--- src/hdl/nearest_neighbor_image_scaler_unit_macros.svh ---
// ----------------------------------------------------------------------------
// Assertion macros for the nearest-neighbor image scaler
// Clocked on clk, quiet while rst is high.
// ----------------------------------------------------------------------------
`ifndef NEAREST_NEIGHBOR_IMAGE_SCALER_UNIT_MACROS_SVH
`define NEAREST_NEIGHBOR_IMAGE_SCALER_UNIT_MACROS_SVH

// same-cycle implication
`define NNS_ASSERT_NOW(label, ante, cons, msg) \
  label: assert property (@(posedge clk) disable iff (rst) (ante) |-> (cons)) else $error(msg);

// next-cycle implication
`define NNS_ASSERT_NEXT(label, ante, cons, msg) \
  label: assert property (@(posedge clk) disable iff (rst) (ante) |=> (cons)) else $error(msg);

`endif

--- src/hdl/nns_pkg.sv ---
// ----------------------------------------------------------------------------
// nns_pkg
// Shared constants and controller/datapath interface types for the scaler.
// ----------------------------------------------------------------------------
package nns_pkg;

  localparam int MAX_DIM   = 2048;
  localparam int MAX_SCALE = 6;
  localparam int FRAC_BITS = 16;

  localparam int DIM_W   = 12;  // size registers, destination counters
  localparam int POS_W   = 11;  // source position, output coordinates
  localparam int STEP_W  = 20;
  localparam int ACC_W   = 32;
  localparam int PIX_W   = 16;
  localparam int CIDX_W  = 3;
  localparam int CDATA_W = 20;

  // register indexes
  localparam logic [CIDX_W-1:0] REG_SRC_WIDTH  = 3'd0;
  localparam logic [CIDX_W-1:0] REG_SRC_HEIGHT = 3'd1;
  localparam logic [CIDX_W-1:0] REG_DST_WIDTH  = 3'd2;
  localparam logic [CIDX_W-1:0] REG_DST_HEIGHT = 3'd3;
  localparam logic [CIDX_W-1:0] REG_STEP_H     = 3'd4;
  localparam logic [CIDX_W-1:0] REG_STEP_V     = 3'd5;

  // register reset values
  localparam logic [DIM_W-1:0]  RST_SRC_WIDTH  = 12'd320;
  localparam logic [DIM_W-1:0]  RST_SRC_HEIGHT = 12'd240;
  localparam logic [DIM_W-1:0]  RST_DST_WIDTH  = 12'd320;
  localparam logic [DIM_W-1:0]  RST_DST_HEIGHT = 12'd240;
  localparam logic [STEP_W-1:0] RST_STEP       = 20'd65536;

  // controller -> datapath
  typedef struct packed {
    logic accept;     // input transaction taken this cycle
    logic row_step;   // claim one more destination row
    logic col_step;   // claim one more destination column
    logic emit_load;  // load the next result into the output register
    logic advance;    // move to the next source position
  } cmd_t;

  // datapath -> controller
  typedef struct packed {
    logic row_start;  // current item opens a source row
    logic row_more;   // another destination row maps here
    logic col_more;   // another destination column maps here
    logic any_out;    // burst is not empty
    logic emit_last;  // next load is the last of the burst
    logic slot_free;  // output register can take a result
  } status_t;

endpackage

--- src/hdl/nns_ctrl.sv ---
// ----------------------------------------------------------------------------
// nns_ctrl
// Sequencer: row scan, column scan, burst emission, position advance.
// ----------------------------------------------------------------------------
module nns_ctrl (
  input  logic             clk,
  input  logic             rst,
  input  logic             in_valid,
  output logic             in_ready,
  input  nns_pkg::status_t status,
  output nns_pkg::cmd_t    cmd
);

  typedef enum logic [4:0] {
    S_IDLE = 5'b00001,
    S_ROWS = 5'b00010,
    S_COLS = 5'b00100,
    S_EMIT = 5'b01000,
    S_ADV  = 5'b10000
  } state_t;

  state_t state, state_next;

  always_comb begin
    state_next = state;
    cmd = '0;
    in_ready = 1'b0;
    case (state)
      S_IDLE: begin
        in_ready = 1'b1;
        if (in_valid) begin
          cmd.accept = 1'b1;
          state_next = S_ROWS;
        end
      end
      S_ROWS: begin
        if (status.row_start && status.row_more) begin
          cmd.row_step = 1'b1;
        end else begin
          state_next = S_COLS;
        end
      end
      S_COLS: begin
        if (status.col_more) begin
          cmd.col_step = 1'b1;
        end else if (status.any_out) begin
          state_next = S_EMIT;
        end else begin
          state_next = S_ADV;
        end
      end
      S_EMIT: begin
        if (status.slot_free) begin
          cmd.emit_load = 1'b1;
          if (status.emit_last) begin
            state_next = S_ADV;
          end
        end
      end
      S_ADV: begin
        cmd.advance = 1'b1;
        state_next = S_IDLE;
      end
      default: begin
        state_next = S_IDLE;
      end
    endcase
  end

  always_ff @(posedge clk) begin
    if (rst) begin
      state <= S_IDLE;
    end else begin
      state <= state_next;
    end
  end

endmodule

--- src/hdl/nns_datapath.sv ---
// ----------------------------------------------------------------------------
// nns_datapath
// Registers, position/accumulator state, mapping compares, output register.
// ----------------------------------------------------------------------------
module nns_datapath #(
  parameter int MAX_SCALE = nns_pkg::MAX_SCALE
) (
  input  logic                         clk,
  input  logic                         rst,
  input  logic                         cfg_valid,
  input  logic [nns_pkg::CIDX_W-1:0]   cfg_index,
  input  logic [nns_pkg::CDATA_W-1:0]  cfg_data,
  input  logic [nns_pkg::PIX_W-1:0]    pixel_value,
  input  logic                         frame_start,
  output logic                         out_valid,
  input  logic                         out_ready,
  output logic [nns_pkg::PIX_W-1:0]    out_pixel,
  output logic [nns_pkg::POS_W-1:0]    out_col,
  output logic [nns_pkg::POS_W-1:0]    out_row,
  output logic                         run_last,
  input  nns_pkg::cmd_t                cmd,
  output nns_pkg::status_t             status
);

  localparam int CNT_W = $clog2(MAX_SCALE + 1);
  localparam int DIM_W = nns_pkg::DIM_W;
  localparam int POS_W = nns_pkg::POS_W;
  localparam int ACC_W = nns_pkg::ACC_W;
  localparam int FB    = nns_pkg::FRAC_BITS;
  localparam logic [DIM_W-1:0] DIM_MAX   = DIM_W'(nns_pkg::MAX_DIM);
  localparam logic [CNT_W-1:0] SCALE_MAX = CNT_W'(MAX_SCALE);
  localparam logic [CNT_W-1:0] CNT_ONE   = CNT_W'(1);

  // configuration
  logic [DIM_W-1:0]          source_width, source_height, dest_width, dest_height;
  logic [nns_pkg::STEP_W-1:0] step_horizontal, step_vertical;

  // scan state
  logic [POS_W-1:0] src_col_pos, src_row_pos;
  logic [DIM_W-1:0] next_dest_col, next_dest_row;
  logic [ACC_W-1:0] col_accum, row_accum;
  logic [DIM_W-1:0] row_span_first, col_first;
  logic [CNT_W-1:0] row_span_count, col_count;
  logic [CNT_W-1:0] emit_r, emit_c;
  logic [nns_pkg::PIX_W-1:0] pix;
  logic             row_start;

  logic [DIM_W-1:0] sw, sh, dw, dh;
  logic             row_start_now;
  logic [DIM_W-1:0] col_pos_inc, row_pos_inc;
  logic [DIM_W-1:0] col_sum, row_sum;
  logic [CNT_W-1:0] emit_r_inc, emit_c_inc;
  logic             c_end, r_end;

  always_comb begin
    sw = (source_width == '0) ? DIM_W'(1) : (source_width > DIM_MAX) ? DIM_MAX : source_width;
    sh = (source_height == '0) ? DIM_W'(1) :
         (source_height > DIM_MAX) ? DIM_MAX : source_height;
    dw = (dest_width > DIM_MAX) ? DIM_MAX : dest_width;
    dh = (dest_height > DIM_MAX) ? DIM_MAX : dest_height;
  end

  assign row_start_now = frame_start || (src_col_pos == '0);
  assign col_pos_inc   = {1'b0, src_col_pos} + DIM_W'(1);
  assign row_pos_inc   = {1'b0, src_row_pos} + DIM_W'(1);
  assign emit_r_inc    = emit_r + CNT_ONE;
  assign emit_c_inc    = emit_c + CNT_ONE;
  assign c_end         = (emit_c_inc == col_count);
  assign r_end         = (emit_r_inc == row_span_count);
  assign col_sum       = col_first + {{(DIM_W-CNT_W){1'b0}}, emit_c};
  assign row_sum       = row_span_first + {{(DIM_W-CNT_W){1'b0}}, emit_r};

  always_comb begin
    status.row_start = row_start;
    status.row_more  = (row_span_count < SCALE_MAX) && (next_dest_row < dh) &&
                       (row_accum[ACC_W-1:FB] <= {{(ACC_W-FB-POS_W){1'b0}}, src_row_pos});
    status.col_more  = (col_count < SCALE_MAX) && (next_dest_col < dw) &&
                       (col_accum[ACC_W-1:FB] <= {{(ACC_W-FB-POS_W){1'b0}}, src_col_pos});
    status.any_out   = (row_span_count != '0) && (col_count != '0);
    status.emit_last = c_end && r_end;
    status.slot_free = !out_valid || out_ready;
  end

  // configuration registers
  always_ff @(posedge clk) begin
    if (rst) begin
      source_width    <= nns_pkg::RST_SRC_WIDTH;
      source_height   <= nns_pkg::RST_SRC_HEIGHT;
      dest_width      <= nns_pkg::RST_DST_WIDTH;
      dest_height     <= nns_pkg::RST_DST_HEIGHT;
      step_horizontal <= nns_pkg::RST_STEP;
      step_vertical   <= nns_pkg::RST_STEP;
    end else if (cfg_valid) begin
      case (cfg_index)
        nns_pkg::REG_SRC_WIDTH:  source_width    <= cfg_data[DIM_W-1:0];
        nns_pkg::REG_SRC_HEIGHT: source_height   <= cfg_data[DIM_W-1:0];
        nns_pkg::REG_DST_WIDTH:  dest_width      <= cfg_data[DIM_W-1:0];
        nns_pkg::REG_DST_HEIGHT: dest_height     <= cfg_data[DIM_W-1:0];
        nns_pkg::REG_STEP_H:     step_horizontal <= cfg_data[nns_pkg::STEP_W-1:0];
        nns_pkg::REG_STEP_V:     step_vertical   <= cfg_data[nns_pkg::STEP_W-1:0];
        default: begin
        end
      endcase
    end
  end

  // scan state
  always_ff @(posedge clk) begin
    if (rst) begin
      src_col_pos    <= '0;
      src_row_pos    <= '0;
      next_dest_col  <= '0;
      col_accum      <= '0;
      next_dest_row  <= '0;
      row_accum      <= '0;
      row_span_first <= '0;
      row_span_count <= '0;
      col_first      <= '0;
      col_count      <= '0;
      emit_r         <= '0;
      emit_c         <= '0;
      row_start      <= 1'b0;
    end else begin
      if (cmd.accept) begin
        emit_r    <= '0;
        emit_c    <= '0;
        col_count <= '0;
        row_start <= row_start_now;
        if (frame_start) begin
          src_col_pos   <= '0;
          src_row_pos   <= '0;
          next_dest_row <= '0;
          row_accum     <= '0;
        end
        if (row_start_now) begin
          next_dest_col  <= '0;
          col_accum      <= '0;
          col_first      <= '0;
          row_span_first <= frame_start ? '0 : next_dest_row;
          row_span_count <= '0;
        end else begin
          col_first <= next_dest_col;
        end
      end
      if (cmd.row_step) begin
        row_span_count <= row_span_count + CNT_ONE;
        next_dest_row  <= next_dest_row + DIM_W'(1);
        row_accum      <= row_accum + ACC_W'(step_vertical);
      end
      if (cmd.col_step) begin
        col_count     <= col_count + CNT_ONE;
        next_dest_col <= next_dest_col + DIM_W'(1);
        col_accum     <= col_accum + ACC_W'(step_horizontal);
      end
      if (cmd.emit_load) begin
        if (c_end) begin
          emit_c <= '0;
          emit_r <= emit_r_inc;
        end else begin
          emit_c <= emit_c_inc;
        end
      end
      if (cmd.advance) begin
        if (col_pos_inc >= sw) begin
          src_col_pos <= '0;
          if (row_pos_inc >= sh) begin
            src_row_pos   <= '0;
            next_dest_row <= '0;
            row_accum     <= '0;
          end else begin
            src_row_pos <= row_pos_inc[POS_W-1:0];
          end
        end else begin
          src_col_pos <= col_pos_inc[POS_W-1:0];
        end
      end
    end
  end

  // pixel latch
  always_ff @(posedge clk) begin
    if (cmd.accept) begin
      pix <= pixel_value;
    end
  end

  // output register
  always_ff @(posedge clk) begin
    if (rst) begin
      out_valid <= 1'b0;
    end else if (cmd.emit_load) begin
      out_valid <= 1'b1;
    end else if (out_ready) begin
      out_valid <= 1'b0;
    end
  end

  always_ff @(posedge clk) begin
    if (cmd.emit_load) begin
      out_pixel <= pix;
      out_col   <= col_sum[POS_W-1:0];
      out_row   <= row_sum[POS_W-1:0];
      run_last  <= c_end && r_end;
    end
  end

endmodule

--- src/hdl/nearest_neighbor_image_scaler_unit.sv ---
// ----------------------------------------------------------------------------
// nearest_neighbor_image_scaler_unit
// Nearest-neighbor RGB565 scaler with 4.16 steps, one source pixel in,
// a burst of destination pixels out.
// ----------------------------------------------------------------------------
// Source pixels enter in raster order, frame_start marking the first pixel
// of a frame. Each one yields the destination pixels that map to it, row
// major, with their destination coordinates; run_last flags the last one of
// the burst, and a downscaled pixel may yield none. An item is handled in
// order: accept it, claim destination rows (only at the first pixel of a
// source row), claim destination columns, emit the results, if any, and
// advance. The scan sequencer claims one row or column per cycle and the
// output register takes one result per cycle while the consumer is ready.
// The input is taken only between items; the last result may still sit in
// the output register when the next transaction is accepted. Registers are
// written through the cfg port (always ready); the user must write them
// only while idle, as the block itself does not enforce this.
// ----------------------------------------------------------------------------
`include "nearest_neighbor_image_scaler_unit_macros.svh"

module nearest_neighbor_image_scaler_unit #(
  parameter int MAX_SCALE = nns_pkg::MAX_SCALE  // destination pixels per axis per source
) (
  input  logic                         clk,
  input  logic                         rst,
  // configuration write channel
  input  logic                         cfg_valid,
  output logic                         cfg_ready,
  input  logic [nns_pkg::CIDX_W-1:0]   cfg_index,
  input  logic [nns_pkg::CDATA_W-1:0]  cfg_data,
  // source pixels
  input  logic                         in_valid,
  output logic                         in_ready,
  input  logic [nns_pkg::PIX_W-1:0]    pixel_value,
  input  logic                         frame_start,
  // destination pixels
  output logic                         out_valid,
  input  logic                         out_ready,
  output logic [nns_pkg::PIX_W-1:0]    out_pixel,
  output logic [nns_pkg::POS_W-1:0]    out_col,
  output logic [nns_pkg::POS_W-1:0]    out_row,
  output logic                         run_last
);

  nns_pkg::cmd_t    cmd;
  nns_pkg::status_t status;

  assign cfg_ready = 1'b1;

  // sequencer: IDLE -> ROWS -> COLS -> EMIT -> ADV
  nns_ctrl u_ctrl (
    .clk      (clk),
    .rst      (rst),
    .in_valid (in_valid),
    .in_ready (in_ready),
    .status   (status),
    .cmd      (cmd)
  );

  // position/accumulator state, mapping compares, output register
  nns_datapath #(
    .MAX_SCALE (MAX_SCALE)
  ) u_dp (
    .clk         (clk),
    .rst         (rst),
    .cfg_valid   (cfg_valid),
    .cfg_index   (cfg_index),
    .cfg_data    (cfg_data),
    .pixel_value (pixel_value),
    .frame_start (frame_start),
    .out_valid   (out_valid),
    .out_ready   (out_ready),
    .out_pixel   (out_pixel),
    .out_col     (out_col),
    .out_row     (out_row),
    .run_last    (run_last),
    .cmd         (cmd),
    .status      (status)
  );

  // an accepted item closes the input in the following cycle
  `NNS_ASSERT_NEXT(a_busy_after_accept, in_valid && in_ready, !in_ready, "input open after accept")
  // a burst flows without gaps once the consumer takes a result
  `NNS_ASSERT_NEXT(a_burst_continues, out_valid && out_ready && !run_last, out_valid, "burst gap")
  // the input stays closed until the burst has reached its last pixel
  `NNS_ASSERT_NOW(a_no_accept_mid_burst, out_valid && !run_last, !in_ready, "input open mid burst")

endmodule
--- config.mk ---
export PLATFORM = sky130hd
export DESIGN_NAME = nearest_neighbor_image_scaler_unit
export DESIGN_NICKNAME = d
export VERILOG_FILES = /design/src/hdl/nns_pkg.sv /design/src/hdl/nns_ctrl.sv /design/src/hdl/nns_datapath.sv /design/src/hdl/nearest_neighbor_image_scaler_unit.sv
export VERILOG_INCLUDE_DIRS = /design/src /design/src/hdl
export SDC_FILE = /design/constraint.sdc
export NUM_CORES = 1
export LEC_CHECK = 0
export ABC_AREA = 1
export BUFFER_PORTS_ARGS = -buffer_cell sky130_fd_sc_hd__buf_2
export CAP_MARGIN = 30
export CORE_UTILIZATION = 55
export CTS_CLUSTER_DIAMETER = 60
export DETAILED_ROUTE_END_ITERATION = 16
export GPL_TIMING_DRIVEN = 0
export HOLD_SLACK_MARGIN = 0.08
export PLACE_DENSITY = 0.73
export SYNTH_ARGS = -nofsm -noshare
export SYNTH_HDL_FRONTEND = slang
export SYNTH_HIERARCHICAL = 1
export SYNTH_SLANG_ARGS = --single-unit
export TNS_END_PERCENT = 5
--- constraint.sdc ---
create_clock -name clk -period 5 [get_ports clk]
set_clock_uncertainty 0.2 [all_clocks]
set_input_delay 0.5 -clock clk [delete_from_list [all_inputs] [get_ports clk]]
set_output_delay 0.5 -clock clk [all_outputs]
set_load 0.05 [all_outputs]
==> impl_metrics.json, run 1 <==
{
  "antenna_found_initial": 0,
  "postSynth.asyncResetShare_pct": 0,
  "fin_nets": 2797,
  "rows": 64,
  "cts_made_buffers": 36,
  "syn_area_per_cell_um2": 6.95,
  "setup_viol": 0,
  "hp-class": "in -> reg",
  "cp-startpoint": "u_dp/dest_height[6]",
  "finalCritPeriodShare_pct": 81.1,
  "ys_seq_area_share_pct": 37.4,
  "peakVddDrop_v": 0.000303,
  "vias": 16700,
  "diodes": 0,
  "fmax_mhz": 247,
  "ys_types": 53,
  "antenna_left": 0,
  "core_area_um2": 30700,
  "htreeDepth": 2,
  "drc": 0,
  "outcome": "complete, no violations",
  "viasPerCell": 5.47,
  "clock-root-buffer": "clkbuf_16",
  "drive_gt1_share_pct": 7.66,
  "routedWlPerCell_um": 15.9,
  "finalHoldViolations": 0,
  "timing.slew.headroom_pct": 38.0,
  "synth_cells": 2474,
  "rsz0062_at_grt": "false",
  "grt_pass1_wl_mm": 77.1,
  "reg2reg_from": "u_dp/dest_height[6]",
  "total_power_mw": 6.34,
  "die_w_um": 179,
  "track_usage_pct": 30.6,
  "clk_latency_ns": 0.54,
  "place_area_um2": 18200,
  "tritoncts": "yes",
  "synth_top_cell_area_share_pct": 27.8,
  "cp.arrival_ns": 4.27,
  "tightest_slew_ns": 0.930,
  "grt_pass1_vias": 15400,
  "clk_pin_slew_ns": 0.06,
  "grt_max_degree": 27,
  "setup_tns_ns": 0,
  "drt_wl_total_mm": 48.6,
  "place.gp.congestion": 0.941,
  "start_util_pct": 56.1,
  "portBuffers": 85,
  "dieArea_um2": 32000,
  "p_per_area_nw_per_um2": 324,
  "ys_ff_latch": 294,
  "post_cts.repair.setup_buffers": 0,
  "hp-start": "out_ready",
  "fin_crit_ns": 4.05,
  "end_kind": "flip-flop",
  "synth-edff-count": 55,
  "cap_violations": 0,
  "p_leak_nw": 9.05,
  "syn_nets": 2648,
  "cts.sinks": 294,
  "synth.area.top_cells": "dfxtp_1 (28%), nand2_1 (15%), edfxtp_1 (9.6%)",
  "cts.path.max_buffers": 3,
  "grt_overflow": 0,
  "drt_iter0_markers": 1390,
  "ys_warn_count": 6,
  "design_area_um2": 19600,
  "boundaryPins": 87,
  "path_class": "reg -> reg",
  "drv_slew": 0,
  "die_h_um": 179,
  "area_growth_pct": 13.9,
  "yosys.area.top_type": "dfxtp_1",
  "detail_route.first_pass.iterations": 6,
  "critPathLaunchType": "flip-flop",
  "cp_max_fo": 10,
  "hpwl_mm": 36.4,
  "ys.flop_type": "dfxtp_1",
  "cp.required_ns": 5.22,
  "syn_area_um2": 17200
}
layout make-up:
class	instances	area, µm²
inverter	279	1050
timing repair buffer	111	703
buffer	68	309
tap	396	495
sequential	294	6440
clock buffer	40	916
multi-input combinational	1833	9420
clock inverter	26	264
fill	2788	11100
cell usage in the layout, fill, tap and decap left out, types with 4 or more instances in the layout:
| cell type | count |
|---|---|
| inv_1 | 273 |
| nand3_1 | 145 |
| xor2_1 | 37 |
| nor3_1 | 34 |
| nand4_1 | 29 |
| o21bai_1 | 5 |
| clkinv_2 | 6 |
| a22oi_1 | 11 |
| ha_1 | 125 |
| dfxtp_1 | 239 |
| or2_2 | 8 |
| nand2_1 | 683 |
| buf_4 | 6 |
| clkbuf_16 | 36 |
| nor2_1 | 351 |
| xnor2_1 | 12 |
| and2_1 | 7 |
| nor4_1 | 10 |
| nor2_2 | 9 |
| a21oi_1 | 178 |
| fa_1 | 4 |
| a21boi_0 | 6 |
| dlygate4sd3_1 | 25 |
| a211oi_2 | 5 |
| o21ai_0 | 123 |
| edfxtp_1 | 55 |
| inv_2 | 5 |
| clkinv_1 | 5 |
| buf_1 | 5 |
| nand3b_1 | 7 |
| buf_2 | 92 |
| clkbuf_1 | 51 |
| inv_6 | 4 |
| a211oi_1 | 9 |
worst paths after layout:
kind	endpoint	depth (start not counted)	slack, ns
worst max-delay path	u_dp/row_accum[16]	23	0.95
worst min-delay path	u_dp/out_valid	4	0.12
worst max register to register	u_dp/row_accum[16]	23	0.95
worst min register to register	u_dp/out_pixel[5]	0	0.22
registers in the layout, summed over array words and instances (netlist names), 16 cells and up:
name / count
u_dp/col_accum: 32
u_dp/row_accum: 32
u_dp/step_horizontal: 20
u_dp/step_vertical: 20
u_dp/out_pixel: 16
u_dp/pix: 16
what timing repair did:
| action | in CTS | in global routing |
|---|---|---|
| hold buffers | 25 | 0 |
| endpoints found under the hold margin | 33 | 0 |
| resized for setup | 0 | 0 |
| endpoints found under the setup margin | 0 | 0 |
cell families (layout without fill, tap and decap cells):
logic type	Yosys count	count (layout)	synth area share, %
AND/OR/NAND/NOR	1297	1297	31.2
AO/OA/AOI/OAI	357	357	11.4
buffers and inverters	347	524	7.88
flip-flops	294	294	37.4
adder cells (fa/ha/maj)	129	129	9.56
XOR/XNOR	49	49	2.49
other	1	1	0.0218
per-stage QoR:
stage	hold slack [ns]	setup WS [ns]	utilization [%]	instances
floorplan	0.200	1.51	-	2474
global placement	0.201	0.443	59.1	2955
detailed placement	0.205	0.960	59.2	2956
CTS	0.105	0.920	63.9	3047
global route	0.147	0.657	63.9	3047
finish	0.117	0.946	63.9	3047
layer usage:
layer	vias to the layer above	share of wire [%]	GRT usage (%)
met2	599	45	49.8
li1	8337	-	-
met1	7582	44	40.2
met5	-	0.14	1.76
met3	142	6.9	4.05
met4	2	4.2	13.2
power by group:
| part | switching [mW] | internal, mW |
|---|---|---|
| Clock | 1.09 | 1.51 |
| Sequential | 0.0887 | 2.59 |
| Combinational | 0.763 | 0.292 |
critical path: stages (launching register included):
cell	delay, ns
dfxtp_1	0.35
nor2_1	0.12
nand2_1	0.06
nor2_1	0.09
nand2_1	0.05
nand2_1	0.19
nand2_1	0.10
ha_1	0.30
nand2_1	0.06
or2_2	0.29
a21oi_1	0.13
a211oi_1	0.06
nand2_1	0.09
nor2_1	0.05
nand2_1	0.06
inv_1	0.04
nand4_1	0.10
inv_1	0.07
buf_4	0.19
inv_2	0.27
clkbuf_1	0.68
o21ai_0	0.19
o21ai_0	0.12
nor2_1	0.05
Yosys cell counts (3+ instances only):
cell      number
nand2_1      683
nor2_1       352
inv_1        273
dfxtp_1      239
a21oi_1      178
nand3_1      145
ha_1         125
o21ai_0      123
edfxtp_1      55
clkbuf_1      47
xor2_1        37
nor3_1        34
nand4_1       29
xnor2_1       12
a22oi_1       11
nor4_1        10
a211oi_1       9
nor2_2         9
or2_2          8
and2_1         7
buf_2          7
nand3b_1       7
a21boi_0       6
buf_4          6
a211oi_2       5
buf_1          5
inv_2          5
o21bai_1       5
fa_1           4
a21o_1         3
buf_6          3
o21a_1         3
o31ai_1        3
No activity file was read; power rests on OpenSTA's default activity.
==> inputs of run 2 (changes only) <==
==> constraint.sdc (replaced) <==
create_clock -name clk -period 4.25 [get_ports clk]
set_clock_uncertainty 0.2 [all_clocks]
set_input_delay 0.425 -clock clk [delete_from_list [all_inputs] [get_ports clk]]
set_output_delay 0.425 -clock clk [all_outputs]
set_load 0.05 [all_outputs]
==> run 2 against run 1 <==
Net effect: sequential cell count stayed put; critical endpoint is now u_dp/next_dest_row[11]; largest cell class unchanged; global-route usage increased by 0.37 points; combinational power rose by 18%.
==> impl_metrics.json, run 2 (synthesis gave the netlist of run 1 again) <==
{
  "cp_max_fo": 10,
  "finalCritPeriodShare_pct": 91.4,
  "grt_overflow": 0,
  "start_util_pct": 56.1,
  "peakVddDrop_v": 0.000368,
  "cap_violations": 0,
  "fin_nets": 2810,
  "fin_crit_ns": 3.88,
  "reg_top3": "u_dp/col_accum x32, u_dp/row_accum x32",
  "cts.path.max_buffers": 3,
  "met2_usage_pct": 50.7,
  "rows": 64,
  "grt_pass1_wl_mm": 77.9,
  "end_kind": "flip-flop",
  "antenna_left": 0,
  "htreeDepth": 2,
  "timing.slew.headroom_pct": 37.1,
  "antenna_found_initial": 0,
  "drv_slew": 0,
  "clk_pin_slew_ns": 0.06,
  "viasPerCell": 5.49,
  "fmax_mhz": 257,
  "boundaryPins": 87,
  "routedWlPerCell_um": 16.1,
  "p_leak_nw": 9.11,
  "seq_area_um2": 6440,
  "met3_usage_pct": 4.01,
  "cts.sinks": 294,
  "drt_wl_total_mm": 49.1,
  "clock-root-buffer": "clkbuf_16",
  "holdWs_ns": 0.104,
  "outcome": "complete, no violations",
  "die_w_um": 179,
  "drive_gt1_share_pct": 7.73,
  "grt.busiest_layer": "met2",
  "cp.arrival_ns": 4.10,
  "vias": 16800,
  "hp-class": "in -> reg",
  "grt_max_degree": 27,
  "setup_viol": 0,
  "critPathLaunchType": "flip-flop",
  "diodes": 0,
  "gr-usage-met1_pct": 40.4,
  "clk_latency_ns": 0.54,
  "tritoncts": "yes",
  "fillCellCount": 2766,
  "place.gp.congestion": 0.941,
  "multi_input_area_um2": 9420,
  "rsz0062_at_grt": "false",
  "cp.required_ns": 4.47,
  "finalHoldViolations": 0,
  "path_class": "reg -> reg",
  "area_growth_pct": 14.7,
  "core_area_um2": 30700,
  "cts_made_buffers": 36,
  "hpwl_mm": 36.4,
  "fin_util_pct": 64.3,
  "portBuffers": 85,
  "p_per_area_nw_per_um2": 379,
  "tightest_slew_ns": 0.942,
  "final_cell_mix": "nand2_1 (683), nor2_1 (350), inv_1 (273), dfxtp_1 (239), a21oi_1 (178)",
  "die_h_um": 179,
  "drc": 0,
  "track_usage_pct": 30.9,
  "drt_iter0_markers": 1439,
  "detail_route.first_pass.iterations": 6,
  "grt_pass1_vias": 15600,
  "dieArea_um2": 32000,
  "layout_commonest_cell": "nand2_1"
}
==> run 2: cell type report <==
cell class	instances	share of cell area, %
clock inverter	26	1.34
tap	396	2.51
timing repair buffer	124	4.23
clock buffer	40	4.64
sequential	294	32.6
buffer	68	1.58
inverter	279	5.31
multi-input combinational	1833	47.8
==> run 2: timing repair <==
action | in CTS | in global routing
hold buffers | 38 | 0
resized for setup | 0 | 6
setup buffers | 0 | 0
endpoints found under the setup margin | 0 | 10
endpoints found under the hold margin | 75 | 0
==> run 2: final timing paths <==
kind                                     startpoint                 endpoint  slack (ns)  cells past startpoint
worst min-delay path                    cfg_data[2]  u_dp/step_horizontal[2]        0.10                      3
worst min register to register          u_dp/pix[4]        u_dp/out_pixel[4]        0.22                      0
worst max-delay path            u_dp/dest_height[6]   u_dp/next_dest_row[11]        0.37                     25
worst max register to register  u_dp/dest_height[6]   u_dp/next_dest_row[11]        0.37                     25
==> run 2: through the flow <==
step / setup WS (ns) / power, mW / instance area [µm²] / cells / TNS, ns
floorplan: 0.762 / 4.02 / 17200 / 2474 / 0
global placement: -0.307 / 4.39 / 18100 / 2955 / -1.01
detailed placement: 0.210 / 4.42 / 18200 / 2956 / 0
CTS: 0.170 / 7.49 / 19700 / 3060 / 0
global route: 0.00514 / 7.75 / 19700 / 3060 / 0
finish: 0.366 / 7.48 / 19700 / 3060 / 0
==> run 2: where the power goes <==
group          internal (mW)  switching, mW  total [mW]
combinational          0.352          0.903        1.25
clock                   1.77           1.29        3.07
sequential              3.05          0.104        3.16
==> run 2: critical path, cell delays in order (launching register included) <==
cell      delay, ns
dfxtp_1        0.34
nor2_1         0.12
nand2_1        0.06
nor2_1         0.09
nand2_1        0.05
nand2_1        0.19
nand2_1        0.09
ha_1           0.29
a21oi_1        0.15
or2_2          0.12
a21oi_1        0.05
a211oi_1       0.16
nand2_1        0.10
nor2_1         0.12
nand2_1        0.06
inv_1          0.06
nand4_1        0.11
inv_1          0.11
buf_4          0.22
inv_2          0.18
nor2_1         0.20
nand3_1        0.15
nor2_2         0.18
nand4_1        0.12
o21ai_0        0.17
nor2_1         0.05
==> run 2: layer usage <==
metal | part of all wire (%) | routed length, µm
met3 | 7.0 | 3440
met5 | 0.11 | 52
met4 | 4.0 | 1970
met1 | 44 | 21400
met2 | 45 | 22300
